### src/hdl/imuocs_pkg.sv
// Shared types, constants and helper functions for the IMU offset calibrate and scale unit.
// Used by every module under hdl/; depends on nothing else.

package imuocs_pkg;

    // Raw sample width that is actually used from each 16-bit field, and axes in use.
    localparam int RAW_WIDTH = 16;
    localparam int AXES      = 3;

    // Fixed field widths.
    localparam int FIELD_W   = 16;
    localparam int SUM_W     = 25;
    localparam int CNT_W     = 8;
    localparam int ACCEL_W   = 20;
    localparam int GYRO_W    = 21;
    localparam int TEMP_W    = 15;
    localparam int SLOTS     = 3;

    // Stream payload widths.
    localparam int S_TDATA_W = 112;
    localparam int M_TDATA_W = 144;

    // Divider: magnitude of a 25-bit signed sum fits in 24 bits, one bit per step.
    localparam int DIV_STEPS = SUM_W - 1;
    localparam int DIV_CNT_W = $clog2(DIV_STEPS);

    // Gyro scaling: round(n / 131) by reciprocal, M = floor(2^36 / 131).
    localparam int          GYRO_N_W     = 28;
    localparam int          GYRO_SHIFT   = 36;
    localparam logic [28:0] GYRO_RECIP   = 29'd524576158;
    localparam logic [7:0]  GYRO_DIVISOR = 8'd131;
    localparam logic [7:0]  GYRO_HALF    = 8'd65;
    localparam logic [3:0]  GYRO_BASE_SH = 4'd8;

    // Temperature: round(t * 5 / 17) + 3653, reciprocal M = floor(2^24 / 17).
    localparam int          TEMP_N_W     = 18;
    localparam int          TEMP_SHIFT   = 24;
    localparam logic [19:0] TEMP_RECIP   = 20'd986895;
    localparam logic [4:0]  TEMP_DIVISOR = 5'd17;
    localparam logic [3:0]  TEMP_HALF    = 4'd8;
    localparam logic [2:0]  TEMP_MULT    = 3'd5;
    localparam logic signed [TEMP_W-1:0] TEMP_BIAS = 15'sd3653;

    // Configuration register indexes (byte address = 4 * index).
    localparam int         CFG_ADDR_W         = 5;
    localparam logic [2:0] REG_GYRO_RANGE     = 3'd0;
    localparam logic [2:0] REG_ACCEL_RANGE    = 3'd1;
    localparam logic [2:0] REG_CALIB_SAMPLES  = 3'd2;
    localparam logic [2:0] REG_ACCEL_OFFSET_X = 3'd3;
    localparam logic [2:0] REG_ACCEL_OFFSET_Y = 3'd4;
    localparam logic [2:0] REG_ACCEL_OFFSET_Z = 3'd5;
    localparam logic [CNT_W-1:0] CALIB_SAMPLES_RESET = 8'd64;

    typedef enum logic [2:0] {
        ST_IDLE,
        ST_ACCUM,
        ST_DIV,
        ST_COMMIT,
        ST_MUL,
        ST_FIX,
        ST_OUT
    } state_t;

    // Per-phase strobes from the sequencer to the lanes and the temperature unit.
    typedef struct packed {
        logic accum;
        logic calib;
        logic div_step;
        logic commit;
        logic mul;
        logic fix;
    } lane_ctrl_t;

    // Keeps the low RAW_WIDTH bits of a field and sign-extends them.
    function automatic logic signed [FIELD_W-1:0] sext_raw(input logic [FIELD_W-1:0] v);
        logic signed [RAW_WIDTH-1:0] t;
        t = v[RAW_WIDTH-1:0];
        return FIELD_W'(t);
    endfunction

endpackage

### src/hdl/imuocs_lane.sv
// One axis lane: gyro sum and offset, iterative offset divider, accel and gyro scaling.
// Depends on imuocs_pkg.

module imuocs_lane (
    input  logic                                    aclk,
    input  logic                                    aresetn,
    input  imuocs_pkg::lane_ctrl_t                  ctrl,
    input  logic [1:0]                              gyro_range,
    input  logic [1:0]                              accel_range,
    input  logic signed [imuocs_pkg::FIELD_W-1:0]   raw_gyro,
    input  logic signed [imuocs_pkg::FIELD_W-1:0]   raw_accel,
    input  logic signed [imuocs_pkg::FIELD_W-1:0]   acc_bias,
    input  logic [imuocs_pkg::CNT_W-1:0]            divisor,
    output logic signed [imuocs_pkg::ACCEL_W-1:0]   accel_scaled,
    output logic signed [imuocs_pkg::GYRO_W-1:0]    gyro_scaled
);

    logic signed [imuocs_pkg::SUM_W-1:0]     sum_reg;
    logic signed [imuocs_pkg::FIELD_W-1:0]   offset_reg;
    logic [imuocs_pkg::DIV_STEPS-1:0]        dvd_reg;
    logic [imuocs_pkg::CNT_W-1:0]            rem_reg;
    logic                                    div_neg_reg;

    logic [imuocs_pkg::GYRO_N_W-1:0]         n_reg;
    logic [imuocs_pkg::GYRO_W-1:0]           q0_reg;
    logic                                    g_neg_reg;
    logic signed [imuocs_pkg::ACCEL_W-1:0]   accel_res_reg;
    logic signed [imuocs_pkg::GYRO_W-1:0]    gyro_res_reg;

    logic signed [imuocs_pkg::SUM_W-1:0]     sum_new;
    logic [imuocs_pkg::SUM_W-1:0]            sum_mag;
    logic [imuocs_pkg::CNT_W:0]              rem_shift;
    logic                                    rem_ge;
    logic [imuocs_pkg::CNT_W:0]              rem_sub;
    logic signed [imuocs_pkg::FIELD_W:0]     gdiff;
    logic [imuocs_pkg::FIELD_W:0]            gmag;
    logic [imuocs_pkg::GYRO_N_W-1:0]         n_val;
    logic [56:0]                             prod;
    logic [28:0]                             r_val;
    logic [imuocs_pkg::GYRO_W-1:0]           q_val;
    logic signed [imuocs_pkg::FIELD_W:0]     adiff;

    // Sum after adding this sample, and its magnitude for the divider.
    assign sum_new = sum_reg + imuocs_pkg::SUM_W'(raw_gyro);
    assign sum_mag = sum_new[imuocs_pkg::SUM_W-1] ? imuocs_pkg::SUM_W'(-sum_new)
                                                 : imuocs_pkg::SUM_W'(sum_new);

    // Restoring division step: one quotient bit per cycle.
    assign rem_shift = {rem_reg, dvd_reg[imuocs_pkg::DIV_STEPS-1]};
    assign rem_ge    = rem_shift >= {1'b0, divisor};
    assign rem_sub   = rem_shift - {1'b0, divisor};

    // Gyro: |raw - offset| * 2^(8 + range) + 65, then times the reciprocal of 131.
    assign gdiff = (imuocs_pkg::FIELD_W+1)'(raw_gyro) - (imuocs_pkg::FIELD_W+1)'(offset_reg);
    assign gmag  = gdiff[imuocs_pkg::FIELD_W] ? (imuocs_pkg::FIELD_W+1)'(-gdiff)
                                               : (imuocs_pkg::FIELD_W+1)'(gdiff);
    assign n_val = (imuocs_pkg::GYRO_N_W'(gmag[imuocs_pkg::FIELD_W-1:0])
                    << (imuocs_pkg::GYRO_BASE_SH + 4'(gyro_range)))
                   + imuocs_pkg::GYRO_N_W'(imuocs_pkg::GYRO_HALF);
    assign prod  = 57'(n_val) * 57'(imuocs_pkg::GYRO_RECIP);

    // The reciprocal estimate is exact or one low; one compare fixes it.
    assign r_val = {1'b0, n_reg} - 29'(q0_reg) * 29'(imuocs_pkg::GYRO_DIVISOR);
    assign q_val = (r_val >= 29'(imuocs_pkg::GYRO_DIVISOR)) ? q0_reg + 1'b1 : q0_reg;

    assign adiff = (imuocs_pkg::FIELD_W+1)'(raw_accel) - (imuocs_pkg::FIELD_W+1)'(acc_bias);

    always_ff @(posedge aclk) begin
        if (!aresetn) begin
            sum_reg    <= '0;
            offset_reg <= '0;
        end else begin
            if (ctrl.accum) begin
                if (ctrl.calib) begin
                    sum_reg <= '0;
                end else begin
                    sum_reg <= sum_new;
                end
            end
            if (ctrl.commit) begin
                offset_reg <= div_neg_reg ? imuocs_pkg::FIELD_W'(-dvd_reg)
                                          : imuocs_pkg::FIELD_W'(dvd_reg);
            end
        end
    end

    always_ff @(posedge aclk) begin
        if (ctrl.accum && ctrl.calib) begin
            dvd_reg     <= sum_mag[imuocs_pkg::DIV_STEPS-1:0];
            rem_reg     <= '0;
            div_neg_reg <= sum_new[imuocs_pkg::SUM_W-1];
        end else if (ctrl.div_step) begin
            dvd_reg <= {dvd_reg[imuocs_pkg::DIV_STEPS-2:0], rem_ge};
            rem_reg <= rem_ge ? rem_sub[imuocs_pkg::CNT_W-1:0]
                              : rem_shift[imuocs_pkg::CNT_W-1:0];
        end
        if (ctrl.mul) begin
            n_reg         <= n_val;
            q0_reg        <= imuocs_pkg::GYRO_W'(prod >> imuocs_pkg::GYRO_SHIFT);
            g_neg_reg     <= gdiff[imuocs_pkg::FIELD_W];
            accel_res_reg <= imuocs_pkg::ACCEL_W'(adiff) <<< accel_range;
        end
        if (ctrl.fix) begin
            gyro_res_reg <= g_neg_reg ? imuocs_pkg::GYRO_W'(-q_val) : imuocs_pkg::GYRO_W'(q_val);
        end
    end

    assign accel_scaled = accel_res_reg;
    assign gyro_scaled  = gyro_res_reg;

endmodule

### src/hdl/imuocs_temp.sv
// Temperature conversion to centi-degrees: round(t * 5 / 17) + 3653, in two steps.
// Depends on imuocs_pkg.

module imuocs_temp (
    input  logic                                   aclk,
    input  imuocs_pkg::lane_ctrl_t                 ctrl,
    input  logic signed [imuocs_pkg::FIELD_W-1:0]  raw_temp,
    output logic signed [imuocs_pkg::TEMP_W-1:0]   temp_centi
);

    logic [imuocs_pkg::TEMP_N_W-1:0]        n_reg;
    logic [13:0]                            q0_reg;
    logic                                   neg_reg;
    logic signed [imuocs_pkg::TEMP_W-1:0]   res_reg;

    logic [imuocs_pkg::FIELD_W:0]           mag;
    logic [imuocs_pkg::TEMP_N_W-1:0]        n_val;
    logic [37:0]                            prod;
    logic [imuocs_pkg::TEMP_N_W-1:0]        r_val;
    logic [13:0]                            q_val;
    logic signed [imuocs_pkg::TEMP_W-1:0]   q_signed;

    assign mag   = raw_temp[imuocs_pkg::FIELD_W-1]
                   ? (imuocs_pkg::FIELD_W+1)'(-(imuocs_pkg::FIELD_W+1)'(raw_temp))
                   : (imuocs_pkg::FIELD_W+1)'(raw_temp);
    assign n_val = imuocs_pkg::TEMP_N_W'(mag) * imuocs_pkg::TEMP_N_W'(imuocs_pkg::TEMP_MULT)
                   + imuocs_pkg::TEMP_N_W'(imuocs_pkg::TEMP_HALF);
    assign prod  = 38'(n_val) * 38'(imuocs_pkg::TEMP_RECIP);

    assign r_val    = n_reg - imuocs_pkg::TEMP_N_W'(q0_reg)
                            * imuocs_pkg::TEMP_N_W'(imuocs_pkg::TEMP_DIVISOR);
    assign q_val    = (r_val >= imuocs_pkg::TEMP_N_W'(imuocs_pkg::TEMP_DIVISOR))
                      ? q0_reg + 1'b1 : q0_reg;
    assign q_signed = neg_reg ? -imuocs_pkg::TEMP_W'(q_val) : imuocs_pkg::TEMP_W'(q_val);

    always_ff @(posedge aclk) begin
        if (ctrl.mul) begin
            n_reg   <= n_val;
            q0_reg  <= 14'(prod >> imuocs_pkg::TEMP_SHIFT);
            neg_reg <= raw_temp[imuocs_pkg::FIELD_W-1];
        end
        if (ctrl.fix) begin
            res_reg <= q_signed + imuocs_pkg::TEMP_BIAS;
        end
    end

    assign temp_centi = res_reg;

endmodule

### src/hdl/imu_offset_calibrate_and_scale_unit.sv
// Top level of the IMU offset calibrate and scale unit: stream ports, APB registers,
// sequencer, three axis lanes, temperature unit and the merging output register.
// Depends on imuocs_pkg, imuocs_lane and imuocs_temp.
// Flow: an accepted input transaction passes the ACCUM, MUL, FIX and OUT states before
// m_tvalid; an item that completes a calibration also passes DIV (the 24-step offset
// division in each lane) and COMMIT. No new item is taken while one is in flight; the next
// input is taken as soon as the current result sits in the output register.
// Reset (aresetn low, synchronous): sums, offsets and sample count cleared, registers to
// their defaults (calib_samples = 64), output register emptied, s_tready held low.

module imu_offset_calibrate_and_scale_unit (
    input  logic                                      aclk,
    input  logic                                      aresetn,
    // Input stream.
    input  logic                                      s_tvalid,
    output logic                                      s_tready,
    // tdata from bit 0: raw_accel_x, raw_accel_y, raw_accel_z, raw_temp,
    // raw_gyro_x, raw_gyro_y, raw_gyro_z (16 bits each).
    input  logic [imuocs_pkg::S_TDATA_W-1:0]          s_tdata,
    // tuser bit 0: func.
    input  logic [0:0]                                s_tuser,
    // Result stream.
    output logic                                      m_tvalid,
    input  logic                                      m_tready,
    // tdata from bit 0: accel_x_scaled, accel_y_scaled, accel_z_scaled (20 bits each),
    // temp_centi (15), gyro_x_scaled, gyro_y_scaled, gyro_z_scaled (21 each), 6 zero bits.
    output logic [imuocs_pkg::M_TDATA_W-1:0]          m_tdata,
    // tuser bit 0: calib_done.
    output logic [0:0]                                m_tuser,
    // Configuration port.
    input  logic                                      psel,
    input  logic                                      penable,
    input  logic                                      pwrite,
    input  logic [imuocs_pkg::CFG_ADDR_W-1:0]         paddr,
    input  logic [31:0]                               pwdata,
    output logic [31:0]                               prdata,
    output logic                                      pready
);

    // ------------------------------------------------------------------
    // Configuration registers. A write lands when psel, penable, pwrite and
    // pready are high; addresses above the last register are ignored.
    // ------------------------------------------------------------------
    logic [1:0]                              gyro_range_reg;
    logic [1:0]                              accel_range_reg;
    logic [imuocs_pkg::CNT_W-1:0]            calib_samples_reg;
    logic signed [imuocs_pkg::FIELD_W-1:0]   accel_off_reg [imuocs_pkg::SLOTS];

    logic cfg_wr;

    assign pready = 1'b1;
    assign cfg_wr = psel && penable && pwrite && pready;

    always_ff @(posedge aclk) begin
        if (!aresetn) begin
            gyro_range_reg    <= '0;
            accel_range_reg   <= '0;
            calib_samples_reg <= imuocs_pkg::CALIB_SAMPLES_RESET;
            for (int i = 0; i < imuocs_pkg::SLOTS; i++) begin
                accel_off_reg[i] <= '0;
            end
        end else if (cfg_wr) begin
            case (paddr[imuocs_pkg::CFG_ADDR_W-1:2])
                imuocs_pkg::REG_GYRO_RANGE:     gyro_range_reg    <= pwdata[1:0];
                imuocs_pkg::REG_ACCEL_RANGE:    accel_range_reg   <= pwdata[1:0];
                imuocs_pkg::REG_CALIB_SAMPLES:  calib_samples_reg <= pwdata[7:0];
                imuocs_pkg::REG_ACCEL_OFFSET_X: accel_off_reg[0]  <= pwdata[15:0];
                imuocs_pkg::REG_ACCEL_OFFSET_Y: accel_off_reg[1]  <= pwdata[15:0];
                imuocs_pkg::REG_ACCEL_OFFSET_Z: accel_off_reg[2]  <= pwdata[15:0];
                default: ;
            endcase
        end
    end

    // Reads return the register value; offsets come back sign-extended.
    always_comb begin
        case (paddr[imuocs_pkg::CFG_ADDR_W-1:2])
            imuocs_pkg::REG_GYRO_RANGE:     prdata = 32'(gyro_range_reg);
            imuocs_pkg::REG_ACCEL_RANGE:    prdata = 32'(accel_range_reg);
            imuocs_pkg::REG_CALIB_SAMPLES:  prdata = 32'(calib_samples_reg);
            imuocs_pkg::REG_ACCEL_OFFSET_X: prdata = 32'(accel_off_reg[0]);
            imuocs_pkg::REG_ACCEL_OFFSET_Y: prdata = 32'(accel_off_reg[1]);
            imuocs_pkg::REG_ACCEL_OFFSET_Z: prdata = 32'(accel_off_reg[2]);
            default:                        prdata = '0;
        endcase
    end

    // ------------------------------------------------------------------
    // Input capture. The item is held here for the whole computation, so the
    // input side is free only while the sequencer is idle.
    // ------------------------------------------------------------------
    imuocs_pkg::state_t state_reg, state_next;

    logic                                    func_reg;
    logic signed [imuocs_pkg::FIELD_W-1:0]   raw_accel_reg [imuocs_pkg::SLOTS];
    logic signed [imuocs_pkg::FIELD_W-1:0]   raw_gyro_reg  [imuocs_pkg::SLOTS];
    logic signed [imuocs_pkg::FIELD_W-1:0]   raw_temp_reg;
    logic                                    s_accept;

    assign s_accept = s_tvalid && s_tready;

    always_ff @(posedge aclk) begin
        if (s_accept) begin
            func_reg     <= s_tuser[0];
            raw_temp_reg <= imuocs_pkg::sext_raw(s_tdata[63:48]);
            for (int i = 0; i < imuocs_pkg::SLOTS; i++) begin
                raw_accel_reg[i] <= imuocs_pkg::sext_raw(s_tdata[16*i +: 16]);
                raw_gyro_reg[i]  <= imuocs_pkg::sext_raw(s_tdata[64 + 16*i +: 16]);
            end
        end
    end

    // ------------------------------------------------------------------
    // Calibration sample counter. A calibration item bumps the count; when
    // it reaches the target (zero counts as one), every lane divides its sum
    // by the number of samples actually taken and the count restarts.
    // ------------------------------------------------------------------
    logic [imuocs_pkg::CNT_W-1:0]     count_reg;
    logic [imuocs_pkg::CNT_W-1:0]     divisor_reg;
    logic                             done_reg;
    logic [imuocs_pkg::DIV_CNT_W-1:0] step_reg;
    logic [imuocs_pkg::CNT_W:0]       count_inc;
    logic [imuocs_pkg::CNT_W-1:0]     target;
    logic                             calib_hit;
    logic                             in_accum;

    assign count_inc = (imuocs_pkg::CNT_W+1)'(count_reg) + 1'b1;
    assign target    = (calib_samples_reg == '0) ? imuocs_pkg::CNT_W'(1) : calib_samples_reg;
    assign calib_hit = func_reg && (count_inc >= (imuocs_pkg::CNT_W+1)'(target));
    assign in_accum  = (state_reg == imuocs_pkg::ST_ACCUM);

    always_ff @(posedge aclk) begin
        if (!aresetn) begin
            count_reg <= '0;
        end else if (in_accum && func_reg) begin
            count_reg <= calib_hit ? '0 : count_inc[imuocs_pkg::CNT_W-1:0];
        end
    end

    always_ff @(posedge aclk) begin
        if (in_accum) begin
            divisor_reg <= count_inc[imuocs_pkg::CNT_W-1:0];
            done_reg    <= calib_hit;
            step_reg    <= '0;
        end else if (state_reg == imuocs_pkg::ST_DIV) begin
            step_reg <= step_reg + 1'b1;
        end
    end

    // ------------------------------------------------------------------
    // Sequencer. The input is closed while reset is held, so no transaction
    // can be taken at an edge that clears the datapath.
    // ------------------------------------------------------------------
    imuocs_pkg::lane_ctrl_t ctrl;
    logic                   out_free;
    logic                   out_load;

    assign out_free = !m_tvalid || m_tready;

    always_ff @(posedge aclk) begin
        if (!aresetn) begin
            state_reg <= imuocs_pkg::ST_IDLE;
        end else begin
            state_reg <= state_next;
        end
    end

    always_comb begin
        state_next = state_reg;
        ctrl       = '0;
        s_tready   = 1'b0;
        out_load   = 1'b0;
        case (state_reg)
            imuocs_pkg::ST_IDLE: begin
                s_tready = aresetn;
                if (s_tvalid) begin
                    state_next = imuocs_pkg::ST_ACCUM;
                end
            end
            imuocs_pkg::ST_ACCUM: begin
                ctrl.accum = func_reg;
                ctrl.calib = calib_hit;
                state_next = calib_hit ? imuocs_pkg::ST_DIV : imuocs_pkg::ST_MUL;
            end
            imuocs_pkg::ST_DIV: begin
                ctrl.div_step = 1'b1;
                if (step_reg == imuocs_pkg::DIV_CNT_W'(imuocs_pkg::DIV_STEPS - 1)) begin
                    state_next = imuocs_pkg::ST_COMMIT;
                end
            end
            imuocs_pkg::ST_COMMIT: begin
                ctrl.commit = 1'b1;
                state_next  = imuocs_pkg::ST_MUL;
            end
            imuocs_pkg::ST_MUL: begin
                ctrl.mul   = 1'b1;
                state_next = imuocs_pkg::ST_FIX;
            end
            imuocs_pkg::ST_FIX: begin
                ctrl.fix   = 1'b1;
                state_next = imuocs_pkg::ST_OUT;
            end
            imuocs_pkg::ST_OUT: begin
                if (out_free) begin
                    out_load   = 1'b1;
                    state_next = imuocs_pkg::ST_IDLE;
                end
            end
            default: begin
                state_next = imuocs_pkg::ST_IDLE;
            end
        endcase
    end

    // ------------------------------------------------------------------
    // Axis lanes and the temperature unit. Axes beyond AXES give zero.
    // ------------------------------------------------------------------
    logic signed [imuocs_pkg::ACCEL_W-1:0] accel_res [imuocs_pkg::SLOTS];
    logic signed [imuocs_pkg::GYRO_W-1:0]  gyro_res  [imuocs_pkg::SLOTS];
    logic signed [imuocs_pkg::TEMP_W-1:0]  temp_res;

    for (genvar i = 0; i < imuocs_pkg::SLOTS; i++) begin : g_axis
        if (i < imuocs_pkg::AXES) begin : g_lane
            imuocs_lane u_lane (
                .aclk         (aclk),
                .aresetn      (aresetn),
                .ctrl         (ctrl),
                .gyro_range   (gyro_range_reg),
                .accel_range  (accel_range_reg),
                .raw_gyro     (raw_gyro_reg[i]),
                .raw_accel    (raw_accel_reg[i]),
                .acc_bias     (accel_off_reg[i]),
                .divisor      (divisor_reg),
                .accel_scaled (accel_res[i]),
                .gyro_scaled  (gyro_res[i])
            );
        end else begin : g_unused
            assign accel_res[i] = '0;
            assign gyro_res[i]  = '0;
        end
    end

    imuocs_temp u_temp (
        .aclk       (aclk),
        .ctrl       (ctrl),
        .raw_temp   (raw_temp_reg),
        .temp_centi (temp_res)
    );

    // ------------------------------------------------------------------
    // Merge into the output register. It holds one finished result while the
    // next item is accepted and computed.
    // ------------------------------------------------------------------
    logic                               m_tvalid_reg;
    logic [imuocs_pkg::M_TDATA_W-1:0]   m_tdata_reg;
    logic                               m_tuser_reg;

    always_ff @(posedge aclk) begin
        if (!aresetn) begin
            m_tvalid_reg <= 1'b0;
        end else if (out_load) begin
            m_tvalid_reg <= 1'b1;
        end else if (m_tready) begin
            m_tvalid_reg <= 1'b0;
        end
    end

    always_ff @(posedge aclk) begin
        if (out_load) begin
            m_tdata_reg <= {6'b0, gyro_res[2], gyro_res[1], gyro_res[0], temp_res,
                            accel_res[2], accel_res[1], accel_res[0]};
            m_tuser_reg <= done_reg;
        end
    end

    assign m_tvalid   = m_tvalid_reg;
    assign m_tdata    = m_tdata_reg;
    assign m_tuser[0] = m_tuser_reg;

endmodule

### config.mk
export PLATFORM = sky130hd
export DESIGN_NAME = imu_offset_calibrate_and_scale_unit
export DESIGN_NICKNAME = d
export VERILOG_FILES = /design/src/hdl/imuocs_pkg.sv /design/src/hdl/imuocs_lane.sv /design/src/hdl/imuocs_temp.sv /design/src/hdl/imu_offset_calibrate_and_scale_unit.sv
export SDC_FILE = /design/constraint.sdc
export NUM_CORES = 2
export LEC_CHECK = 0
export BUFFER_PORTS_ARGS = -buffer_cell sky130_fd_sc_hd__buf_2
export CAP_MARGIN = 10
export CORE_MARGIN = 2
export CORE_UTILIZATION = 48
export DETAILED_ROUTE_END_ITERATION = 8
export SLEW_MARGIN = 30
export SYNTH_ARGS = -nofsm -noshare
export SYNTH_HDL_FRONTEND = slang
export SYNTH_SLANG_ARGS = --single-unit
### constraint.sdc
create_clock -name aclk -period 35.1 [get_ports aclk]
set_clock_uncertainty 0.2 [all_clocks]
set_input_delay 1.755 -clock aclk [delete_from_list [all_inputs] [get_ports aclk]]
set_output_delay 1.755 -clock aclk [all_outputs]
set_load 0.02 [all_outputs]
Yosys cells after proc, flatten, opt, wreduce, memory -nomap -nowiden
Memory sizes are Yosys's and may differ from the RTL's.
Index checks and enable logic that the tools add are counted.
{"block": "word_totals", "mem_count": 3, "reg_bits": 737, "in_bits": 157, "output_inout_bits": 180, "word_cells": 216, "ramBits": 144}
{"block": "classes", "multipliers": 9, "n_reduce_logical": 17, "eq_ne": 15, "add_sub_neg": 42, "magnitude_cmp": 8, "n_shift": 6, "muxes": 66, "bitwise": 3}
{"memory": "accel_off_reg", "depth": 3, "word_bits": 16, "rd": 3, "rd_clocked_by_memory_dff": 0, "wr": 3, "line_no": "imu_offset_calibrate_and_scale_unit.sv:47", "rtl": "logic signed [imuocs_pkg::FIELD_W-1:0] accel_off_reg [imuocs_pkg::SLOTS];"}
{"memory": "raw_accel_reg", "depth": 3, "word_bits": 16, "rd": 3, "rd_clocked_by_memory_dff": 0, "wr": 3, "line_no": "imu_offset_calibrate_and_scale_unit.sv:95", "rtl": "logic signed [imuocs_pkg::FIELD_W-1:0] raw_accel_reg [imuocs_pkg::SLOTS];"}
{"memory": "raw_gyro_reg", "depth": 3, "word_bits": 16, "rd": 3, "rd_clocked_by_memory_dff": 0, "wr": 3, "line_no": "imu_offset_calibrate_and_scale_unit.sv:96", "rtl": "logic signed [imuocs_pkg::FIELD_W-1:0] raw_gyro_reg [imuocs_pkg::SLOTS];"}
{"cell": "two-way mux 24 bit", "n": 9}
{"cell": "case mux 32 bit (6 select lines)", "n": 1}
{"cell": "multiplier 28 x 28 -> 56 bit, second input constant", "n": 3}
{"cell": "two-way mux 16 bit", "n": 9}
{"cell": "two-way mux 21 bit", "n": 6}
{"cell": "subtractor 16 x 16 -> 17 bit", "n": 6}
{"cell": "negation 16 bit", "n": 6}
{"cell": "greater-or-equal comparator 29 x 8 -> 1 bit, second input constant", "n": 3}
{"cell": "multiplier 21 x 8 -> 29 bit, second input constant", "n": 3}
{"cell": "subtractor 28 x 29 -> 29 bit", "n": 3}
{"cell": "adder 28 x 7 -> 28 bit, second input constant", "n": 3}
{"cell": "<< shifter 16 x 4 -> 28 bit", "n": 3}
{"cell": "adder 25 x 16 -> 25 bit", "n": 3}
{"cell": "two-way mux 25 bit", "n": 3}
{"cell": "negation 24 bit", "n": 3}
{"cell": "adder 21 x 1 -> 21 bit, second input constant", "n": 3}
{"cell": "negation 21 bit", "n": 3}
{"cell": "<<< shifter 17 x 2 -> 20 bit", "n": 3}
{"cell": "two-way mux 8 bit", "n": 5}
{"cell": "multiplier 18 x 20 -> 38 bit, second input constant", "n": 1}
{"cell": "greater-or-equal comparator 9 x 8 -> 1 bit", "n": 4}
{"cell": "two-way mux 1 bit", "n": 24}
{"cell": "subtractor 8 bit", "n": 3}
{"cell": "case mux 3 bit (7 select lines)", "n": 1}
{"cell": "other kinds (32)", "n": 55}

Depth between registers and ports, before layout
{"block": "logic_depth", "depth_word": 7, "depth_mapped": 52, "ltp_nobuf": 52}

Hierarchy
Synthesis repeated with hierarchy kept, for this count alone.
{"block": "hier_totals", "hier_cells": 10035, "hier_area_um2": 97775.0}
{"module": "imuocs_lane at g_axis[2].g_lane.u_lane", "area_each_um2": 25390.6, "seq_area_each_um2": 4194.0, "instances": 1, "cells_per_inst": 2803}
{"module": "imuocs_lane at g_axis[1].g_lane.u_lane", "area_each_um2": 25010.2, "seq_area_each_um2": 4194.0, "instances": 1, "cells_per_inst": 2749}
{"module": "imuocs_lane at g_axis[0].g_lane.u_lane", "area_each_um2": 24972.7, "seq_area_each_um2": 4194.0, "instances": 1, "cells_per_inst": 2717}
{"module": "imu_offset_calibrate_and_scale_unit", "area_each_um2": 11702.5, "seq_area_each_um2": 9859.5, "instances": 1, "cells_per_inst": 611}
{"module": "imuocs_temp", "area_each_um2": 10699.0, "seq_area_each_um2": 1441.4, "instances": 1, "cells_per_inst": 1155}

Least setup slack after synthesis
OpenSTA, ideal clock, no wires.
{"block": "synth_path", "path_type": "reg2reg", "startpoint": "register state_reg[2]", "endpoint": "register g_axis[0].g_lane.u_lane.accel_res_reg (netlist bit g_axis[0].g_lane.u_lane.accel_scaled[0]), enable pin", "arrival_time_ns": 16.247, "setup_slack_ns": 17.551, "synth_period_minus_slack_ns": 17.549, "setup_ns": 1.101, "path_stages_with_launch": 3, "n_path_buf": 1, "t_required_ns": 33.799, "cell_sequence": "dfxtp_1 -> clkbuf_1 -> nor3b_1"}
{"block": "synth_between", "elab_chain_len": 2}
{"item": "start, declared", "line_no": "imu_offset_calibrate_and_scale_unit.sv:92", "rtl": "imuocs_pkg::state_t state_reg, state_next;"}
{"item": "start signal, assigned", "line_no": "imu_offset_calibrate_and_scale_unit.sv:162", "rtl": "state_reg <= imuocs_pkg::ST_IDLE;"}
{"item": "start signal, assigned", "line_no": "imu_offset_calibrate_and_scale_unit.sv:164", "rtl": "state_reg <= state_next;"}
{"item": "equality test 3 bit", "line_no": "imu_offset_calibrate_and_scale_unit.sv:173", "rtl": "case (state_reg)"}
{"item": "two-way mux 1 bit", "line_no": "imu_offset_calibrate_and_scale_unit.sv:173"}
{"item": "end signal, assigned", "line_no": "imuocs_lane.sv:101", "rtl": "accel_res_reg <= imuocs_pkg::ACCEL_W'(adiff) <<< accel_range;"}
{"item": "end, declared", "line_no": "imuocs_lane.sv:27", "rtl": "logic signed [imuocs_pkg::ACCEL_W-1:0] accel_res_reg;"}
No other way between the ends.
A chain may end at the register's enable or synchronous reset.

==> impl_metrics.xml <==
<?xml version="1.0" encoding="UTF-8"?>
<metrics>
  <group name="detailed_routing">
    <metric name="vias_per_cell" unit="">5.298</metric>
    <metric name="routed_wirelength" unit="um">225300</metric>
    <metric name="drcViolationCount" unit="">0</metric>
    <metric name="ant_nets" unit="">0</metric>
    <metric name="total_via_count_in_the_routed_design" unit="">66744</metric>
    <metric name="dr.first_iter.drc_count" unit="">3700</metric>
    <metric name="firstDrtPassIters" unit="">7</metric>
    <metric name="wire_per_inst" unit="um">17.88</metric>
  </group>
  <group name="place">
    <metric name="placed_cells" unit="">12399</metric>
    <metric name="dp_hpwl" unit="um">182000</metric>
    <metric name="detailed_place.area" unit="sq um">99000</metric>
    <metric name="number_of_i_o_port_buffers" unit="">311</metric>
    <metric name="placement.setup.worst_slack" unit="ps">21000</metric>
    <metric name="place_congestion" unit="">0.8980</metric>
  </group>
  <group name="cells_and_area">
    <metric name="nNetsFinal" unit="">12362</metric>
    <metric name="fillers" unit="">17629</metric>
    <metric name="largest_register_ffs" unit="">138</metric>
    <metric name="layout-area-overhead-vs-synth" unit="%">8.743</metric>
    <metric name="final_layout_size_suffix_gt1_frac" unit="">0.06963</metric>
    <metric name="post_layout_nonfiller_instances" unit="">12597</metric>
    <metric name="multi_input_area" unit="sq um">62430</metric>
    <metric name="seqCellArea" unit="sq um">23890</metric>
    <metric name="final_area" unit="sq um">102600</metric>
  </group>
  <group name="die">
    <metric name="io_pins" unit="">337</metric>
    <metric name="num_rows" unit="">162</metric>
    <metric name="floorplan_die_height" unit="um">447.3</metric>
    <metric name="core" unit="sq um">195200</metric>
    <metric name="floorplan.die_area" unit="sq um">200100</metric>
    <metric name="die_w" unit="um">447.3</metric>
    <metric name="initial_core_util" unit="">0.4832</metric>
  </group>
  <group name="cts">
    <metric name="cts_sinks" unit="">854</metric>
    <metric name="clockRootBuffer" unit="">sky130_fd_sc_hd__clkbuf_16</metric>
    <metric name="cts_tree" unit="">yes</metric>
    <metric name="clock_insertion_delay_worst_skew" unit="ps">790</metric>
    <metric name="max-clock-path-buffers" unit="">3</metric>
    <metric name="post_cts.repair.setup_buffers" unit="">0</metric>
    <metric name="htreeDepth" unit="">3</metric>
    <metric name="cts-buffers-inserted" unit="">101</metric>
    <metric name="cts_repair_resize_count" unit="">0</metric>
    <metric name="worst_setup_hold_path_clk_slew" unit="ps">60</metric>
    <metric name="cts_hold_buffers" unit="">0</metric>
  </group>
  <group name="yosys">
    <metric name="flops_latches_synth" unit="">854</metric>
    <metric name="cell_type_with_the_highest_aggregate_area_in_the_netlist" unit="">sky130_fd_sc_hd__edfxtp_1</metric>
    <metric name="synth_area_leaders" unit="">sky130_fd_sc_hd__edfxtp_1, sky130_fd_sc_hd__ha_1, sky130_fd_sc_hd__fa_1, sky130_fd_sc_hd__inv_1, sky130_fd_sc_hd__xnor2_1</metric>
    <metric name="synth-edff-count" unit="">678</metric>
    <metric name="synth_most_common_cell" unit="">sky130_fd_sc_hd__inv_1</metric>
    <metric name="ys_async_sr_fraction" unit="">0</metric>
    <metric name="synthesis.instances" unit="">9600</metric>
    <metric name="syn_avg_cell_area" unit="sq um">9.825</metric>
    <metric name="synth_cell_types" unit="">113</metric>
    <metric name="netlist_area" unit="sq um">94320</metric>
    <metric name="yosysSeqAreaShare" unit="">0.2532</metric>
    <metric name="main_flop_type_after_synthesis" unit="">sky130_fd_sc_hd__edfxtp_1</metric>
    <metric name="ys_warn_count" unit="">0</metric>
    <metric name="synth_top_cell_area_share" unit="">0.2159</metric>
    <metric name="netlist_top_cells_count" unit="">sky130_fd_sc_hd__inv_1, sky130_fd_sc_hd__ha_1, sky130_fd_sc_hd__fa_1</metric>
  </group>
  <group name="setup_path">
    <metric name="crit_fanout" unit="">13</metric>
    <metric name="arrival" unit="ps">14530</metric>
    <metric name="timing.critical_path.from_type" unit="">register</metric>
    <metric name="criticalPathCategory" unit="">reg -&gt; reg</metric>
    <metric name="timing.critical_path.slowest_cell_delay" unit="ps">780</metric>
    <metric name="crit_slowest_cell" unit="">sky130_fd_sc_hd__a2111oi_0</metric>
    <metric name="crit_top_cell" unit="">sky130_fd_sc_hd__inv_1</metric>
    <metric name="cp_data_required_time" unit="ps">35370</metric>
    <metric name="critPathCaptureType" unit="">register</metric>
  </group>
  <group name="grt">
    <metric name="first_pass_grt_wire_length" unit="um">364900</metric>
    <metric name="globalRoute.totalOverflow" unit="">0</metric>
    <metric name="grt_max_degree" unit="">96</metric>
    <metric name="first_global_vias" unit="">68147</metric>
    <metric name="antenna_violations_before_repair" unit="">24</metric>
    <metric name="grt_use_total" unit="">0.2292</metric>
  </group>
  <group name="sta">
    <metric name="final_setup_violation_count" unit="">0</metric>
    <metric name="worst_slack" unit="ps">20840</metric>
    <metric name="tightestPinTransition" unit="ps">1039</metric>
    <metric name="fmax" unit="MHz">70.12</metric>
    <metric name="timing.final.crit_share" unit="">0.4063</metric>
    <metric name="max_slew_margin" unit="">0.3074</metric>
    <metric name="final.min_clock_period" unit="ps">14260</metric>
    <metric name="timing_max_transition_violations_final" unit="">0</metric>
    <metric name="grt_setup_unrepaired" unit="">no</metric>
    <metric name="setup_total_negative_slack" unit="ps">0</metric>
    <metric name="hold_violations" unit="">0</metric>
  </group>
  <group name="hold_path">
    <metric name="hold_class" unit="">reg -&gt; reg</metric>
  </group>
  <group name="job">
    <metric name="cap_violations" unit="">0</metric>
  </group>
  <group name="outcome">
    <metric name="status" unit="">completed</metric>
  </group>
</metrics>
## kinds of logic (layout without fill, tap and decap cells)
family                     after synthesis  count (layout)  synth area share
adders and majority gates             2325            2325            0.3734
muxes                                  182             182           0.02040
other                                    2              14        0.00007962
xor gates and xnor gates               598             598           0.05553
AOI/OAI and AO/OA                     1592            1592            0.1116
buffers and inverters                 2151            2512           0.08673
DFF                                    854             854            0.2532
and+or+nand+nor                       1896            1896           0.09904
## through the flow
| step | hold WS [ps] | util |
|---|---|---|
| after floorplan | 200.3 | - |
| after global placement | 200.9 | 0.5069 |
| after detailed placement | 204.5 | 0.5072 |
| after CTS | 217.5 | 0.5251 |
| after global routing | 220.8 | 0.5254 |
| final | 215.7 | 0.5255 |
## critical path, delay by kind of cell (launching register included)
kind | cells | cell delay (ps)
buffers and inverters | 7 | 1280
muxes | 1 | 140
and+or+nand+nor | 8 | 1840
xor gates and xnor gates | 3 | 660
AOI/OAI and AO/OA | 19 | 5660
DFF | 1 | 430
adders and majority gates | 10 | 3740
## routing by layer
layer,GRT usage,wire length [um],vias up
li1,-,-,32835
met1,0.3157,104800,32479
met2,0.3891,107400,1173
met3,0.02491,8801,257
met4,0.04885,4225,0
met5,0,0,-
## final cells by class
type / instances / area share
clock inverter: 71 / 0.008442
sequential: 854 / 0.2329
inverter: 1930 / 0.07063
tap: 2624 / 0.03201
timing repair buffer: 392 / 0.02148
clock buffer: 119 / 0.02569
antenna: 6 / 0.0001464
multi-input combinational: 6601 / 0.6086
## cell usage in the layout (no fill, tap or decap), types with 41 or more instances in the layout
cell type                   count
sky130_fd_sc_hd__a21o_1       146
sky130_fd_sc_hd__o21bai_1      41
sky130_fd_sc_hd__nor2_1       435
sky130_fd_sc_hd__edfxtp_1     678
sky130_fd_sc_hd__a211oi_1      44
sky130_fd_sc_hd__ha_1        1508
sky130_fd_sc_hd__o21a_1        77
sky130_fd_sc_hd__o21ai_0      390
sky130_fd_sc_hd__a31oi_1       49
sky130_fd_sc_hd__a21oi_1      334
sky130_fd_sc_hd__nor3_1       119
sky130_fd_sc_hd__a21boi_0      83
sky130_fd_sc_hd__nand3_1      184
sky130_fd_sc_hd__a22oi_1       45
sky130_fd_sc_hd__nor2b_1      126
sky130_fd_sc_hd__and3_1        48
sky130_fd_sc_hd__or3_1         59
sky130_fd_sc_hd__inv_1       1923
sky130_fd_sc_hd__dfxtp_1      172
sky130_fd_sc_hd__buf_2        310
sky130_fd_sc_hd__and2_1        91
sky130_fd_sc_hd__buf_4         78
sky130_fd_sc_hd__fa_1         817
sky130_fd_sc_hd__xor2_1       175
sky130_fd_sc_hd__mux2i_1      150
sky130_fd_sc_hd__xnor2_1      422
sky130_fd_sc_hd__nand4_1       59
sky130_fd_sc_hd__o211ai_1      48
sky130_fd_sc_hd__nand2b_1      77
sky130_fd_sc_hd__clkbuf_16    101
sky130_fd_sc_hd__nand2_1      520
## final timing paths
path	start	to	slack (ps)	depth (start not counted)
hold reg to reg	g_axis[0].g_lane.u_lane.gyro_scaled[8]$_DFFE_PP_	m_tdata[83]$_DFFE_PP_	220	0
hold / removal	g_axis[0].g_lane.u_lane.gyro_scaled[8]$_DFFE_PP_	m_tdata[83]$_DFFE_PP_	220	0
setup reg to reg	raw_gyro_reg[0][32]$_DFFE_PP_	g_axis[2].g_lane.u_lane.q0_reg[20]$_DFFE_PN_	20840	48
setup / recovery	raw_gyro_reg[0][32]$_DFFE_PP_	g_axis[2].g_lane.u_lane.q0_reg[20]$_DFFE_PN_	20840	48
Power is not shown: default switching activity piles up to over one toggle a cycle in this logic, so the estimate is an artifact.
